==> config.mk <==
export PLATFORM = sky130hd
export DESIGN_NAME = periodic_task_tick_scheduler
export DESIGN_NICKNAME = d
export VERILOG_FILES = /design/src/hw/rtl/pts_pkg.sv /design/src/hw/rtl/pts_ctrl.sv /design/src/hw/rtl/pts_dpath.sv /design/src/hw/rtl/periodic_task_tick_scheduler.sv
export SDC_FILE = /design/constraint.sdc
export NUM_CORES = 1
export LEC_CHECK = 0
export ABC_AREA = 1
export BUFFER_PORTS_ARGS = -buffer_cell sky130_fd_sc_hd__buf_2
export CAP_MARGIN = 15
export CORE_MARGIN = 8
export CORE_UTILIZATION = 45
export DETAILED_ROUTE_END_ITERATION = 10
export GPL_ROUTABILITY_DRIVEN = 0
export PLACE_DENSITY_LB_ADDON = 0.3
export SKIP_CTS_REPAIR_TIMING = 1
export SLEW_MARGIN = 20
export SYNTH_ARGS = -nofsm -noshare
export SYNTH_HDL_FRONTEND = slang
export SYNTH_SLANG_ARGS = --single-unit
export TNS_END_PERCENT = 100
==> constraint.sdc <==
create_clock -name clk -period 7.75 [get_ports clk]
set_clock_uncertainty 0.15 [all_clocks]
set_input_delay 2.325 -clock clk [delete_from_list [all_inputs] [get_ports clk]]
set_output_delay 2.325 -clock clk [all_outputs]
set_load 0.03 [all_outputs]
==> src/hw/rtl/pts_pkg.sv <==
`timescale 1ns / 1ps
// ----------------------------------------------------------------------------
// Periodic task tick scheduler package
// Shared sizes, operation and status codes, and controller/datapath bundles.
// ----------------------------------------------------------------------------
package pts_pkg;

  // Number of task slots in the table.
  localparam int TASK_SLOTS = 8;
  // Most results that one dispatch may emit.
  localparam int RESULT_CAP = 8;

  localparam int IDX_W  = (TASK_SLOTS > 1) ? $clog2(TASK_SLOTS) : 1;
  localparam int CNT_W  = $clog2(RESULT_CAP + 1);
  localparam int FUNC_W = 2;
  localparam int TAG_W  = 16;
  localparam int TIME_W = 16;
  localparam int INDEX_W = 8;
  localparam int STAT_W = 3;
  localparam int SLOT_W = 4;
  localparam int ERR_W  = 2;

  // Operation codes.
  localparam logic [FUNC_W-1:0] FUNC_ADD  = 2'd0;
  localparam logic [FUNC_W-1:0] FUNC_DEL  = 2'd1;
  localparam logic [FUNC_W-1:0] FUNC_TICK = 2'd2;
  localparam logic [FUNC_W-1:0] FUNC_DISP = 2'd3;

  // Result status codes.
  localparam logic [STAT_W-1:0] ST_OK    = 3'd0;
  localparam logic [STAT_W-1:0] ST_FULL  = 3'd1;
  localparam logic [STAT_W-1:0] ST_EMPTY = 3'd2;
  localparam logic [STAT_W-1:0] ST_RANGE = 3'd3;
  localparam logic [STAT_W-1:0] ST_NONE  = 3'd4;

  // Sticky error codes.
  localparam logic [ERR_W-1:0] ERR_NONE      = 2'd0;
  localparam logic [ERR_W-1:0] ERR_TOO_MANY  = 2'd1;
  localparam logic [ERR_W-1:0] ERR_NO_DELETE = 2'd2;

  // Commands from the controller to the datapath.
  typedef struct packed {
    logic             load;
    logic             do_add;
    logic             do_del;
    logic             do_tick;
    logic             do_disp;
    logic [IDX_W-1:0] idx;
    logic             last_step;
  } cmd_t;

  // Status from the datapath to the controller.
  typedef struct packed {
    logic disp_end;
  } sts_t;

endpackage

==> src/hw/rtl/pts_ctrl.sv <==
`timescale 1ns / 1ps
// ----------------------------------------------------------------------------
// Scheduler controller
// Decodes the operation and steps the slot walk for tick and dispatch.
// ----------------------------------------------------------------------------
module pts_ctrl (
  input  logic                        clk,
  input  logic                        rst_n,
  input  logic                        start,
  input  logic [pts_pkg::FUNC_W-1:0]  in_func,
  input  pts_pkg::sts_t               sts,
  output pts_pkg::cmd_t               cmd,
  output logic                        busy
);

  typedef enum logic [2:0] {
    S_IDLE,
    S_ADD,
    S_DEL,
    S_TICK,
    S_DISP
  } state_t;

  state_t                    state_r, state_nxt;
  logic [pts_pkg::IDX_W-1:0] idx_r, idx_nxt;
  logic                      last_step;

  assign last_step = (idx_r == pts_pkg::IDX_W'(pts_pkg::TASK_SLOTS - 1));
  assign busy      = (state_r != S_IDLE);

  always_comb begin
    cmd           = '0;
    cmd.load      = start && (state_r == S_IDLE);
    cmd.do_add    = (state_r == S_ADD);
    cmd.do_del    = (state_r == S_DEL);
    cmd.do_tick   = (state_r == S_TICK);
    cmd.do_disp   = (state_r == S_DISP);
    cmd.idx       = idx_r;
    cmd.last_step = last_step;
  end

  always_comb begin
    state_nxt = state_r;
    idx_nxt   = idx_r;
    unique case (state_r)
      S_IDLE: begin
        idx_nxt = '0;
        if (start) begin
          unique case (in_func)
            pts_pkg::FUNC_ADD:  state_nxt = S_ADD;
            pts_pkg::FUNC_DEL:  state_nxt = S_DEL;
            pts_pkg::FUNC_TICK: state_nxt = S_TICK;
            pts_pkg::FUNC_DISP: state_nxt = S_DISP;
            default:            state_nxt = S_IDLE;
          endcase
        end
      end
      S_ADD, S_DEL: begin
        state_nxt = S_IDLE;
      end
      S_TICK: begin
        if (last_step) begin
          state_nxt = S_IDLE;
        end else begin
          idx_nxt = idx_r + 1'b1;
        end
      end
      S_DISP: begin
        if (last_step || sts.disp_end) begin
          state_nxt = S_IDLE;
        end else begin
          idx_nxt = idx_r + 1'b1;
        end
      end
      default: begin
        state_nxt = S_IDLE;
      end
    endcase
  end

  always_ff @(posedge clk) begin
    if (!rst_n) begin
      state_r <= S_IDLE;
      idx_r   <= '0;
    end else begin
      state_r <= state_nxt;
      idx_r   <= idx_nxt;
    end
  end

endmodule

==> src/hw/rtl/pts_dpath.sv <==
`timescale 1ns / 1ps
// ----------------------------------------------------------------------------
// Scheduler datapath
// Holds the slot table and the sticky error, and forms each result beat.
// ----------------------------------------------------------------------------
module pts_dpath (
  input  logic                          clk,
  input  logic                          rst_n,
  input  pts_pkg::cmd_t                 cmd,
  output pts_pkg::sts_t                 sts,
  input  logic [pts_pkg::TAG_W-1:0]     in_task_tag,
  input  logic [pts_pkg::TIME_W-1:0]    in_start_delay,
  input  logic [pts_pkg::TIME_W-1:0]    in_run_period,
  input  logic [pts_pkg::INDEX_W-1:0]   in_slot_index,
  output logic                          out_valid,
  output logic [pts_pkg::STAT_W-1:0]    out_status,
  output logic [pts_pkg::SLOT_W-1:0]    out_slot,
  output logic [pts_pkg::TAG_W-1:0]     out_ready_tag,
  output logic                          out_last_of_run,
  output logic [pts_pkg::ERR_W-1:0]     out_sticky_error
);

  localparam int N = pts_pkg::TASK_SLOTS;

  // Slot table.
  logic [N-1:0]                valid_r, valid_nxt;
  logic [N-1:0]                ready_r, ready_nxt;
  logic [pts_pkg::TAG_W-1:0]   tag_r [N];
  logic [pts_pkg::TIME_W-1:0]  cnt_r [N];
  logic [pts_pkg::TIME_W-1:0]  per_r [N];
  logic [pts_pkg::ERR_W-1:0]   err_r, err_nxt;
  logic [pts_pkg::CNT_W-1:0]   emit_cnt_r, emit_cnt_nxt;

  // Captured operands.
  logic [pts_pkg::TAG_W-1:0]   tag_in_r;
  logic [pts_pkg::TIME_W-1:0]  delay_r;
  logic [pts_pkg::TIME_W-1:0]  period_r;
  logic [pts_pkg::INDEX_W-1:0] index_r;

  // Table write port.
  logic                        tbl_we;
  logic [pts_pkg::IDX_W-1:0]   tbl_widx;
  logic [pts_pkg::TAG_W-1:0]   tbl_tag;
  logic [pts_pkg::TIME_W-1:0]  tbl_cnt;
  logic [pts_pkg::TIME_W-1:0]  tbl_per;

  // Result beat before the output register.
  logic                        res_valid;
  logic [pts_pkg::STAT_W-1:0]  res_status;
  logic [pts_pkg::SLOT_W-1:0]  res_slot;
  logic [pts_pkg::TAG_W-1:0]   res_tag;
  logic                        res_last;

  logic                        free_found;
  logic [pts_pkg::IDX_W-1:0]   free_idx;
  logic [pts_pkg::IDX_W-1:0]   sel;
  logic [pts_pkg::IDX_W-1:0]   del_idx;
  logic                        del_in_range;
  logic [N-1:0]                above;
  logic                        hit;
  logic                        disp_last;

  assign sel          = cmd.idx;
  assign del_idx      = index_r[pts_pkg::IDX_W-1:0];
  assign del_in_range = (index_r < pts_pkg::INDEX_W'(N));

  // Lowest free slot.
  always_comb begin
    free_found = 1'b0;
    free_idx   = '0;
    for (int j = N - 1; j >= 0; j--) begin
      if (!valid_r[j]) begin
        free_found = 1'b1;
        free_idx   = pts_pkg::IDX_W'(j);
      end
    end
  end

  always_comb begin
    for (int j = 0; j < N; j++) begin
      above[j] = (j > int'(sel));
    end
  end

  assign hit       = valid_r[sel] && ready_r[sel];
  assign disp_last = !(|(valid_r & ready_r & above)) ||
                     (emit_cnt_r == pts_pkg::CNT_W'(pts_pkg::RESULT_CAP - 1));

  always_comb begin
    valid_nxt    = valid_r;
    ready_nxt    = ready_r;
    err_nxt      = err_r;
    emit_cnt_nxt = emit_cnt_r;
    tbl_we       = 1'b0;
    tbl_widx     = sel;
    tbl_tag      = tag_r[sel];
    tbl_cnt      = cnt_r[sel];
    tbl_per      = per_r[sel];
    res_valid    = 1'b0;
    res_status   = pts_pkg::ST_OK;
    res_slot     = '0;
    res_tag      = '0;
    res_last     = 1'b0;
    sts.disp_end = 1'b0;

    if (cmd.load) begin
      emit_cnt_nxt = '0;
    end

    if (cmd.do_add) begin
      res_valid = 1'b1;
      res_last  = 1'b1;
      if (!free_found) begin
        err_nxt    = pts_pkg::ERR_TOO_MANY;
        res_status = pts_pkg::ST_FULL;
        res_slot   = pts_pkg::SLOT_W'(N);
      end else begin
        valid_nxt[free_idx] = 1'b1;
        ready_nxt[free_idx] = 1'b0;
        tbl_we   = 1'b1;
        tbl_widx = free_idx;
        tbl_tag  = tag_in_r;
        tbl_cnt  = delay_r;
        tbl_per  = period_r;
        res_slot = pts_pkg::SLOT_W'(free_idx);
      end
    end

    if (cmd.do_del) begin
      res_valid = 1'b1;
      res_last  = 1'b1;
      if (!del_in_range) begin
        err_nxt    = pts_pkg::ERR_NO_DELETE;
        res_status = pts_pkg::ST_RANGE;
      end else begin
        if (!valid_r[del_idx]) begin
          err_nxt    = pts_pkg::ERR_NO_DELETE;
          res_status = pts_pkg::ST_EMPTY;
        end
        res_slot           = pts_pkg::SLOT_W'(index_r);
        valid_nxt[del_idx] = 1'b0;
        ready_nxt[del_idx] = 1'b0;
      end
    end

    if (cmd.do_tick) begin
      if (valid_r[sel]) begin
        tbl_we = 1'b1;
        if (cnt_r[sel] == '0) begin
          ready_nxt[sel] = 1'b1;
          tbl_cnt        = per_r[sel];
        end else begin
          tbl_cnt = cnt_r[sel] - 1'b1;
        end
      end
      if (cmd.last_step) begin
        res_valid = 1'b1;
        res_last  = 1'b1;
      end
    end

    if (cmd.do_disp) begin
      if (hit) begin
        res_valid      = 1'b1;
        res_slot       = pts_pkg::SLOT_W'(sel);
        res_tag        = tag_r[sel];
        res_last       = disp_last;
        ready_nxt[sel] = 1'b0;
        if (per_r[sel] == '0) begin
          valid_nxt[sel] = 1'b0;
        end
        emit_cnt_nxt = emit_cnt_r + 1'b1;
        sts.disp_end = disp_last;
      end else if (cmd.last_step && (emit_cnt_r == '0)) begin
        res_valid  = 1'b1;
        res_status = pts_pkg::ST_NONE;
        res_last   = 1'b1;
      end
    end
  end

  always_ff @(posedge clk) begin
    if (!rst_n) begin
      valid_r    <= '0;
      ready_r    <= '0;
      err_r      <= pts_pkg::ERR_NONE;
      emit_cnt_r <= '0;
      out_valid  <= 1'b0;
    end else begin
      valid_r    <= valid_nxt;
      ready_r    <= ready_nxt;
      err_r      <= err_nxt;
      emit_cnt_r <= emit_cnt_nxt;
      out_valid  <= res_valid;
    end
  end

  // Payload: table contents of a free slot are never observed.
  always_ff @(posedge clk) begin
    if (cmd.load) begin
      tag_in_r <= in_task_tag;
      delay_r  <= in_start_delay;
      period_r <= in_run_period;
      index_r  <= in_slot_index;
    end
    if (tbl_we) begin
      tag_r[tbl_widx] <= tbl_tag;
      cnt_r[tbl_widx] <= tbl_cnt;
      per_r[tbl_widx] <= tbl_per;
    end
    if (res_valid) begin
      out_status       <= res_status;
      out_slot         <= res_slot;
      out_ready_tag    <= res_tag;
      out_last_of_run  <= res_last;
      out_sticky_error <= err_nxt;
    end
  end

endmodule

==> src/hw/rtl/periodic_task_tick_scheduler.sv <==
`timescale 1ns / 1ps
// Add and delete: a single step in S_ADD or S_DEL; its result beat passes through the output register.
// Tick: walks every slot, one slot per cycle; one beat follows the walk.
// Dispatch: walks the slots upwards; the walk ends early after the last ready slot or the RESULT_CAP-th beat.
// Dispatch beats appear in the cycle after their slot step, through the output register.
// The receiver cannot stall: each beat is valid for exactly one cycle.
// Synchronous active-low reset empties the table and clears the sticky error.
// ----------------------------------------------------------------------------
// Periodic task tick scheduler
// A table of periodic and one-shot task slots with add, delete, tick and
// dispatch operations, built as a controller and a slot-table datapath.
// ----------------------------------------------------------------------------
module periodic_task_tick_scheduler (
  input  logic                          clk,
  input  logic                          rst_n,
  // Command channel: accepted when start is high and busy is low.
  input  logic                          start,
  output logic                          busy,
  input  logic [pts_pkg::FUNC_W-1:0]    in_func,
  input  logic [pts_pkg::TAG_W-1:0]     in_task_tag,
  input  logic [pts_pkg::TIME_W-1:0]    in_start_delay,
  input  logic [pts_pkg::TIME_W-1:0]    in_run_period,
  input  logic [pts_pkg::INDEX_W-1:0]   in_slot_index,
  // Result channel: one beat per cycle in which out_valid is high.
  output logic                          out_valid,
  output logic [pts_pkg::STAT_W-1:0]    out_status,
  output logic [pts_pkg::SLOT_W-1:0]    out_slot,
  output logic [pts_pkg::TAG_W-1:0]     out_ready_tag,
  output logic                          out_last_of_run,
  output logic [pts_pkg::ERR_W-1:0]     out_sticky_error
);

  // The controller decodes the operation on acceptance and, for tick and
  // dispatch, walks the slot index from zero upwards, one slot per cycle.
  // The datapath captures the operands on acceptance, updates the addressed
  // slot on each step and writes each result beat into its output register.
  pts_pkg::cmd_t cmd;
  pts_pkg::sts_t sts;

  pts_ctrl u_ctrl (
    .clk     (clk),
    .rst_n   (rst_n),
    .start   (start),
    .in_func (in_func),
    .sts     (sts),
    .cmd     (cmd),
    .busy    (busy)
  );

  // The sticky error seen on each beat is the value after the operation has
  // taken effect. Dispatch emits ready slots in index order and flags the
  // final beat by looking ahead at the ready bits above the current slot.
  pts_dpath u_dpath (
    .clk              (clk),
    .rst_n            (rst_n),
    .cmd              (cmd),
    .sts              (sts),
    .in_task_tag      (in_task_tag),
    .in_start_delay   (in_start_delay),
    .in_run_period    (in_run_period),
    .in_slot_index    (in_slot_index),
    .out_valid        (out_valid),
    .out_status       (out_status),
    .out_slot         (out_slot),
    .out_ready_tag    (out_ready_tag),
    .out_last_of_run  (out_last_of_run),
    .out_sticky_error (out_sticky_error)
  );

`ifndef SYNTHESIS
  // Every beat is produced by a step that ran while the block was busy.
  a_beat_after_busy: assert property (@(posedge clk) disable iff (!rst_n)
    out_valid |-> $past(busy))
    else $error("result beat without a preceding busy cycle");

  // An accepted add is followed by its busy add step and then by a final beat.
  a_add_beat: assert property (@(posedge clk) disable iff (!rst_n)
    (start && !busy && (in_func == pts_pkg::FUNC_ADD))
      |=> busy ##1 (out_valid && out_last_of_run))
    else $error("add did not produce its single result beat");

  // A nothing-ready beat is the only beat of its dispatch and carries no tag.
  a_none_beat: assert property (@(posedge clk) disable iff (!rst_n)
    (out_valid && (out_status == pts_pkg::ST_NONE))
      |-> (out_last_of_run && (out_ready_tag == '0) && (out_slot == '0)))
    else $error("malformed nothing-ready beat");
`endif

endmodule
## After elaboration in Yosys (flattened, before gate mapping)

Memories as Yosys holds them, arrays and structs flattened. A register that Yosys moved wholly into a read port is not among the register bits.
Cells that the tools add are included.

| operators by class | value |
|---|---|
| reductions and logical operators | 20 |
| multiplexer cells | 108 |
| $add $sub $neg | 3 |
| magnitude comparators | 14 |
| eq/ne operators | 14 |
| bitwise gates (word level) | 12 |

Operator list:

| cell | number |
|---|---|
| 2-to-1 mux 16 bit | 9 |
| 2-to-1 mux 8 bit | 16 |
| 2-to-1 mux 3 bit | 28 |
| AND 8 bit | 7 |
| 2-to-1 mux 4 bit | 9 |
| logical NOT 16 bit | 2 |
| 2-to-1 mux 1 bit | 32 |
| inverter 8 bit | 3 |
| case mux 3 bit (3 select lines) | 2 |
| bitwise OR 8 bit | 2 |
| subtractor 16 x 1 -> 16 bit, second input constant | 1 |
| > comparator 3 bit, first input constant | 4 |
| < comparator 3 x 4 -> 1 bit, second input constant | 3 |
| case mux 3 bit (4 select lines) | 1 |
| 2-to-1 mux 2 bit | 5 |
| binary-select mux 1 bit (select 3 bit) | 3 |
| demux 1 bit (select 3 bit) | 3 |
| >= comparator 3 x 1 -> 1 bit, second input constant | 3 |
| < comparator 8 x 4 -> 1 bit, second input constant | 1 |
| OR reduction 8 bit | 1 |
| == test 3 x 2 -> 1 bit, second input constant | 2 |
| == test 3 bit, second input constant | 2 |
| > comparator 2 x 3 -> 1 bit, first input constant | 2 |
| logical AND 1 bit | 6 |
| other kinds (17) | 24 |

| word-level totals | value |
|---|---|
| register bits | 111 |
| memories kept | 3 |
| input port bits | 61 |
| word-level logic and storage cells | 190 |
| output and inout port bits | 28 |
| bits in writable memories | 384 |

Memory list:

| name | words | width | read ports | clocked after memory_dff | write ports | line | text |
|---|---|---|---|---|---|---|---|
| u_dpath.cnt_r | 8 | 16 | 1 | 1 | 1 | pts_dpath.sv:29 | `logic [pts_pkg::TIME_W-1:0] cnt_r [N];` |
| u_dpath.per_r | 8 | 16 | 1 | 1 | 1 | pts_dpath.sv:30 | `logic [pts_pkg::TIME_W-1:0] per_r [N];` |
| u_dpath.tag_r | 8 | 16 | 1 | 1 | 1 | pts_dpath.sv:28 | `logic [pts_pkg::TAG_W-1:0] tag_r [N];` |

## Depth between registers and ports, before layout

| depth | value |
|---|---|
| depth in word-level cells | 26 |
| gate-level depth with buffers | 20 |
| mapped depth without buffers | 16 |

## Cells and area by module

A second synthesis with hierarchy kept.

| second synthesis, totals | value |
|---|---|
| cells, all modules | 2009 |
| area total of the unflattened synthesis | 21642.0 um2 |

Modules (own cells, without submodules):

| module | cells each | instances | area an instance (um2) | sequential area each (um2) |
|---|---|---|---|---|
| pts_dpath | 1934 | 1 | 21142.8 | 14453.9 |
| pts_ctrl | 75 | 1 | 499.2 | 120.1 |

## Worst setup path before layout

No wires, ideal clock.

| path | value |
|---|---|
| path type | register to register |
| start | register u_dpath.valid_r[0] |
| end | memory u_dpath.cnt_r[5][0] in the netlist's numbering, enable pin |
| data required time | 7028 ps |
| stages on the path, launching flop included | 10 |
| period minus slack after synthesis | 6660 ps |
| setup slack | 1090 ps |
| buffers on the path | 1 |
| setup time | 572 ps |
| arrival | 5938 ps |
| cell sequence | dfxtp_1 clkbuf_2 nand2_1 nor3_2 nand2_1 nand2_2 inv_2 o21ai_2 inv_1 nor4_1 |

| on the way | value |
|---|---|
| cells in the longest elaborated chain, start to end | 7 |
| elaborated cells between the ends (all ways) | 12 |

RTL lines:

| what | line | text |
|---|---|---|
| from (decl) | pts_dpath.sv:26 | `logic [N-1:0] valid_r, valid_nxt;` |
| from (signal assigned) | pts_dpath.sv:190 | `valid_r <= valid_nxt;` |
| branches (longest 7 deep; another with binary-select mux 1 bit (select 3 bit)) | - |  |
| to (decl) | pts_dpath.sv:29 |  |

Several ways; the timed one is not identified. The select of a mux whose other input is x is not followed.

## Final worst setup path

| path | value |
|---|---|
| start | register u_dpath.valid_r[0] |
| end | memory u_dpath.per_r[2][3] in the netlist's numbering, enable pin |

| on the way | value |
|---|---|
| cells in the longest elaborated chain, start to end | 7 |
| elaborated cells between the ends (all ways) | 12 |

RTL lines:

| what | line |
|---|---|
| branches (longest 7 deep; another with binary-select mux 1 bit (select 3 bit)) | - |
| to (decl) | pts_dpath.sv:30 |

Several ways; the timed one is not identified. The select of a mux whose other input is x is not followed.

==> run metrics <==
GRT Util Overall=18.3%; Buf/Inv on CP=2; clk slew on worst S/H paths=0.06 ns; prevailing post-synth register cell=edfxtp_1; Avg Cell Area, Syn=roughly 11 µm²; Setup crit end=u_dpath.per_r[2][3]$_DFFE_PP_; number of max-cap violations=0; largest net degree at the start of global routing=96; syn_nets=2068; H-tree Lvls=2; post-DR vias/cell=5.40; sequential fraction of the synthesis area=67.7%; R2R Path End=u_dpath.per_r[2][3]$_DFFE_PP_; Worst path most repeated cell=nand2_1; Mapped Cells=1997; worst hold slack=0.345 ns; Slew Limit Fails=0; root buffer cell=clkbuf_16; CTS Buf Count=52; CP max FO=37; ratio of cells with drive above 1 in the final layout=11.1%; Fill cells=4178; maximum VDD drop=0.168 mV; Multi-input gate area=5860 µm²; Area Growth Syn to Fin=11.6%; P_leak=8.94 nW; Initial Util=45.5%; Post-synth EDFFs=466; Critical Path Max Stage Delay=0.72 ns; DRC Markers=0; vias in the first global route=approximately 14000; startpoint types=register; Ports=89; number of buffers added on ports=88; Die ar.=55300 µm²; via count=14695; Unique masters post-synth=46; number of synthesized register bits=498; RSZ-0062 raised after global routing=false; Slew @ Worst Pin=1.05 ns; Slew headroom=29.4%; CP cell instances=nand2_1 -> nor3_2 -> nand2_1 -> nand2_2 -> inv_2 -> o21ai_1 -> nand3_1 -> nor2_4 -> buf_4; Setup-failing EPs final=0; ANT cells=0; WP data required=around 7.8 ns; pwr dens=around 250 nW/µm²; first-pass GRT wire length=80800 µm; critical path's slowest cell=nand2_2; Worst Setup SP=u_dpath.valid_r[0]$_SDFF_PN0_; Iter 0 DRT Violations=between 1000 and 1500; First-pass DRT Iterations=7; Ys Warns=0; WL/cell=roughly 19 µm; CTS tree=built; Final ANT Viol Nets=0; Max Root-Sink Buffers=3; Hold Fails Final Rpt=0; Worst Path Arrival=between 4 and 5 ns; fraction of registers with async set/reset=0%; R2R depth=9; Hold WC Path Type=register to register; antenna violations before repair=0; worst r2r src=u_dpath.valid_r[0]$_SDFF_PN0_; DP HPWL=30200 µm; core box area=47500 µm²; Worst path top cell family by delay=simple AND/OR/NAND/NOR gates; critical path type=register to register; Clock Sinks=498; TNS Setup=0 ns; Total Nets Final=roughly 2100; outcome=complete, no violations; Worst path depth=9; final worst-path cycle share=about 59%; later-pin clock latency in the skew report=a little over 0.6 ns; drt total wl=between 50000 and 60000 µm; share of the core filled with cells=50.8%; die height=around 240 µm; row count=80; Die Wd=235 µm; fmax=0.217 GHz; register area=14600 µm²; min cycle time layout=4.61 ns; reg-to-reg slack, setup=3.14 ns; Worst setup EP type=register; global route total overflow=0; synthesized cell area=21600 µm²
## worst min-delay path, delay by kind of cell (launching register included)
kind | cells | cell delay, ns
flip-flops | 1 | 0.33
AO/OA/AOI/OAI | 1 | 0.05
AND/OR/NAND/NOR | 1 | 0.07
## state kept, by name (all words and copies together) (netlist names), 4 cells and up, named ones only
signal	count
u_dpath.out_ready_tag	16
u_dpath.emit_cnt_r	4
u_dpath.valid_r	8
u_dpath.delay_r	16
u_dpath.tag_r	128
u_dpath.cnt_r	128
u_dpath.out_slot	4
u_dpath.per_r	128
u_dpath.index_r	8
u_dpath.period_r	16
u_dpath.tag_in_r	16
u_dpath.ready_r	8
## cell usage after synthesis (7+ instances only)
cell,count,area (µm²)
buf_2,24,120
nor2_1,268,1010
o22ai_1,37,231
o21ai_0,195,976
o21ai_2,7,61.3
nor3_1,8,40.0
ha_1,10,125
o211ai_1,17,128
buf_4,12,90.1
a21oi_1,29,145
o21ai_1,39,195
a31oi_1,9,56.3
o221ai_1,17,149
inv_1,154,578
nand3_1,124,621
edfxtp_1,466,14000
a21oi_2,8,70.1
nand2_1,429,1610
dfxtp_1,32,641
clkbuf_1,37,139
buf_6,17,191
## cell type report
cell class,instances,area share [%]
multi-input combinational,1242,24.3
clock inverter,24,0.902
tap,615,3.19
inverter,160,2.52
timing repair buffer,112,2.57
clock buffer,72,5.87
sequential,498,60.7
## logic make-up after synthesis
kind of cell    count (synthesis)  synth area share, %
simple gates                  864                 16.6
flops                         498                 67.7
compound gates                365                 9.57
buf+inv                       257                 5.44
fa+ha+maj                      10                0.579
xor+xnor                        2               0.0810
mux                             1               0.0463
## through the flow
stage	setup WS [ns]	std cells	cell area (µm²)	power [mW]
2_1_floorplan	1.09	1997	21600	3.49
3_3_place_gp	3.31	2627	22500	3.64
3_5_place_dp	3.14	2627	22500	3.66
4_1_cts	3.12	2723	24100	6.05
5_1_grt	2.76	2723	24100	6.20
6_report	3.14	2723	24100	5.99
## layout by cell type, fill, tap and decap left out, types with 37 or more instances in the layout
| master | n |
|---|---|
| inv_1 | 153 |
| clkbuf_16 | 52 |
| o21ai_0 | 195 |
| o21ai_1 | 39 |
| buf_2 | 88 |
| edfxtp_1 | 466 |
| o22ai_1 | 37 |
| nand2_1 | 429 |
| nor2_1 | 264 |
| nand3_1 | 124 |
## report_power, final
| part | total [mW] | internal, mW | switching (mW) |
|---|---|---|---|
| combinational | 0.496 | 0.117 | 0.379 |
| sequential | 3.11 | 3.08 | 0.0271 |
| clock | 2.39 | 1.38 | 1.01 |
| total | 5.99 | 4.57 | 1.42 |
## worst min path at each step
stage | slack [ns] | start | cells past startpoint | end
floorplan | 0.32 | u_dpath.emit_cnt_r[2]$_SDFF_PN0_ | 2 | u_dpath.emit_cnt_r[2]$_SDFF_PN0_
detailed placement | 0.34 | u_dpath.emit_cnt_r[2]$_SDFF_PN0_ | 2 | u_dpath.emit_cnt_r[2]$_SDFF_PN0_
finish | 0.35 | u_dpath.emit_cnt_r[2]$_SDFF_PN0_ | 2 | u_dpath.emit_cnt_r[2]$_SDFF_PN0_
global placement | 0.34 | u_dpath.emit_cnt_r[2]$_SDFF_PN0_ | 2 | u_dpath.emit_cnt_r[2]$_SDFF_PN0_
CTS | 0.35 | u_dpath.emit_cnt_r[2]$_SDFF_PN0_ | 2 | u_dpath.emit_cnt_r[2]$_SDFF_PN0_
global route | 0.37 | u_dpath.emit_cnt_r[2]$_SDFF_PN0_ | 2 | u_dpath.emit_cnt_r[2]$_SDFF_PN0_
## layer usage
metal  GRT usage [%]  part of all wire, %  vias to the layer above
met3            2.76                  6.2                       79
li1                -                    -                     7056
met5               0                    0                        -
met4            6.48                  2.5                        0
met1            23.7                   43                     7062
met2            31.0                   48                      498
(Power assumes the default switching activity.)
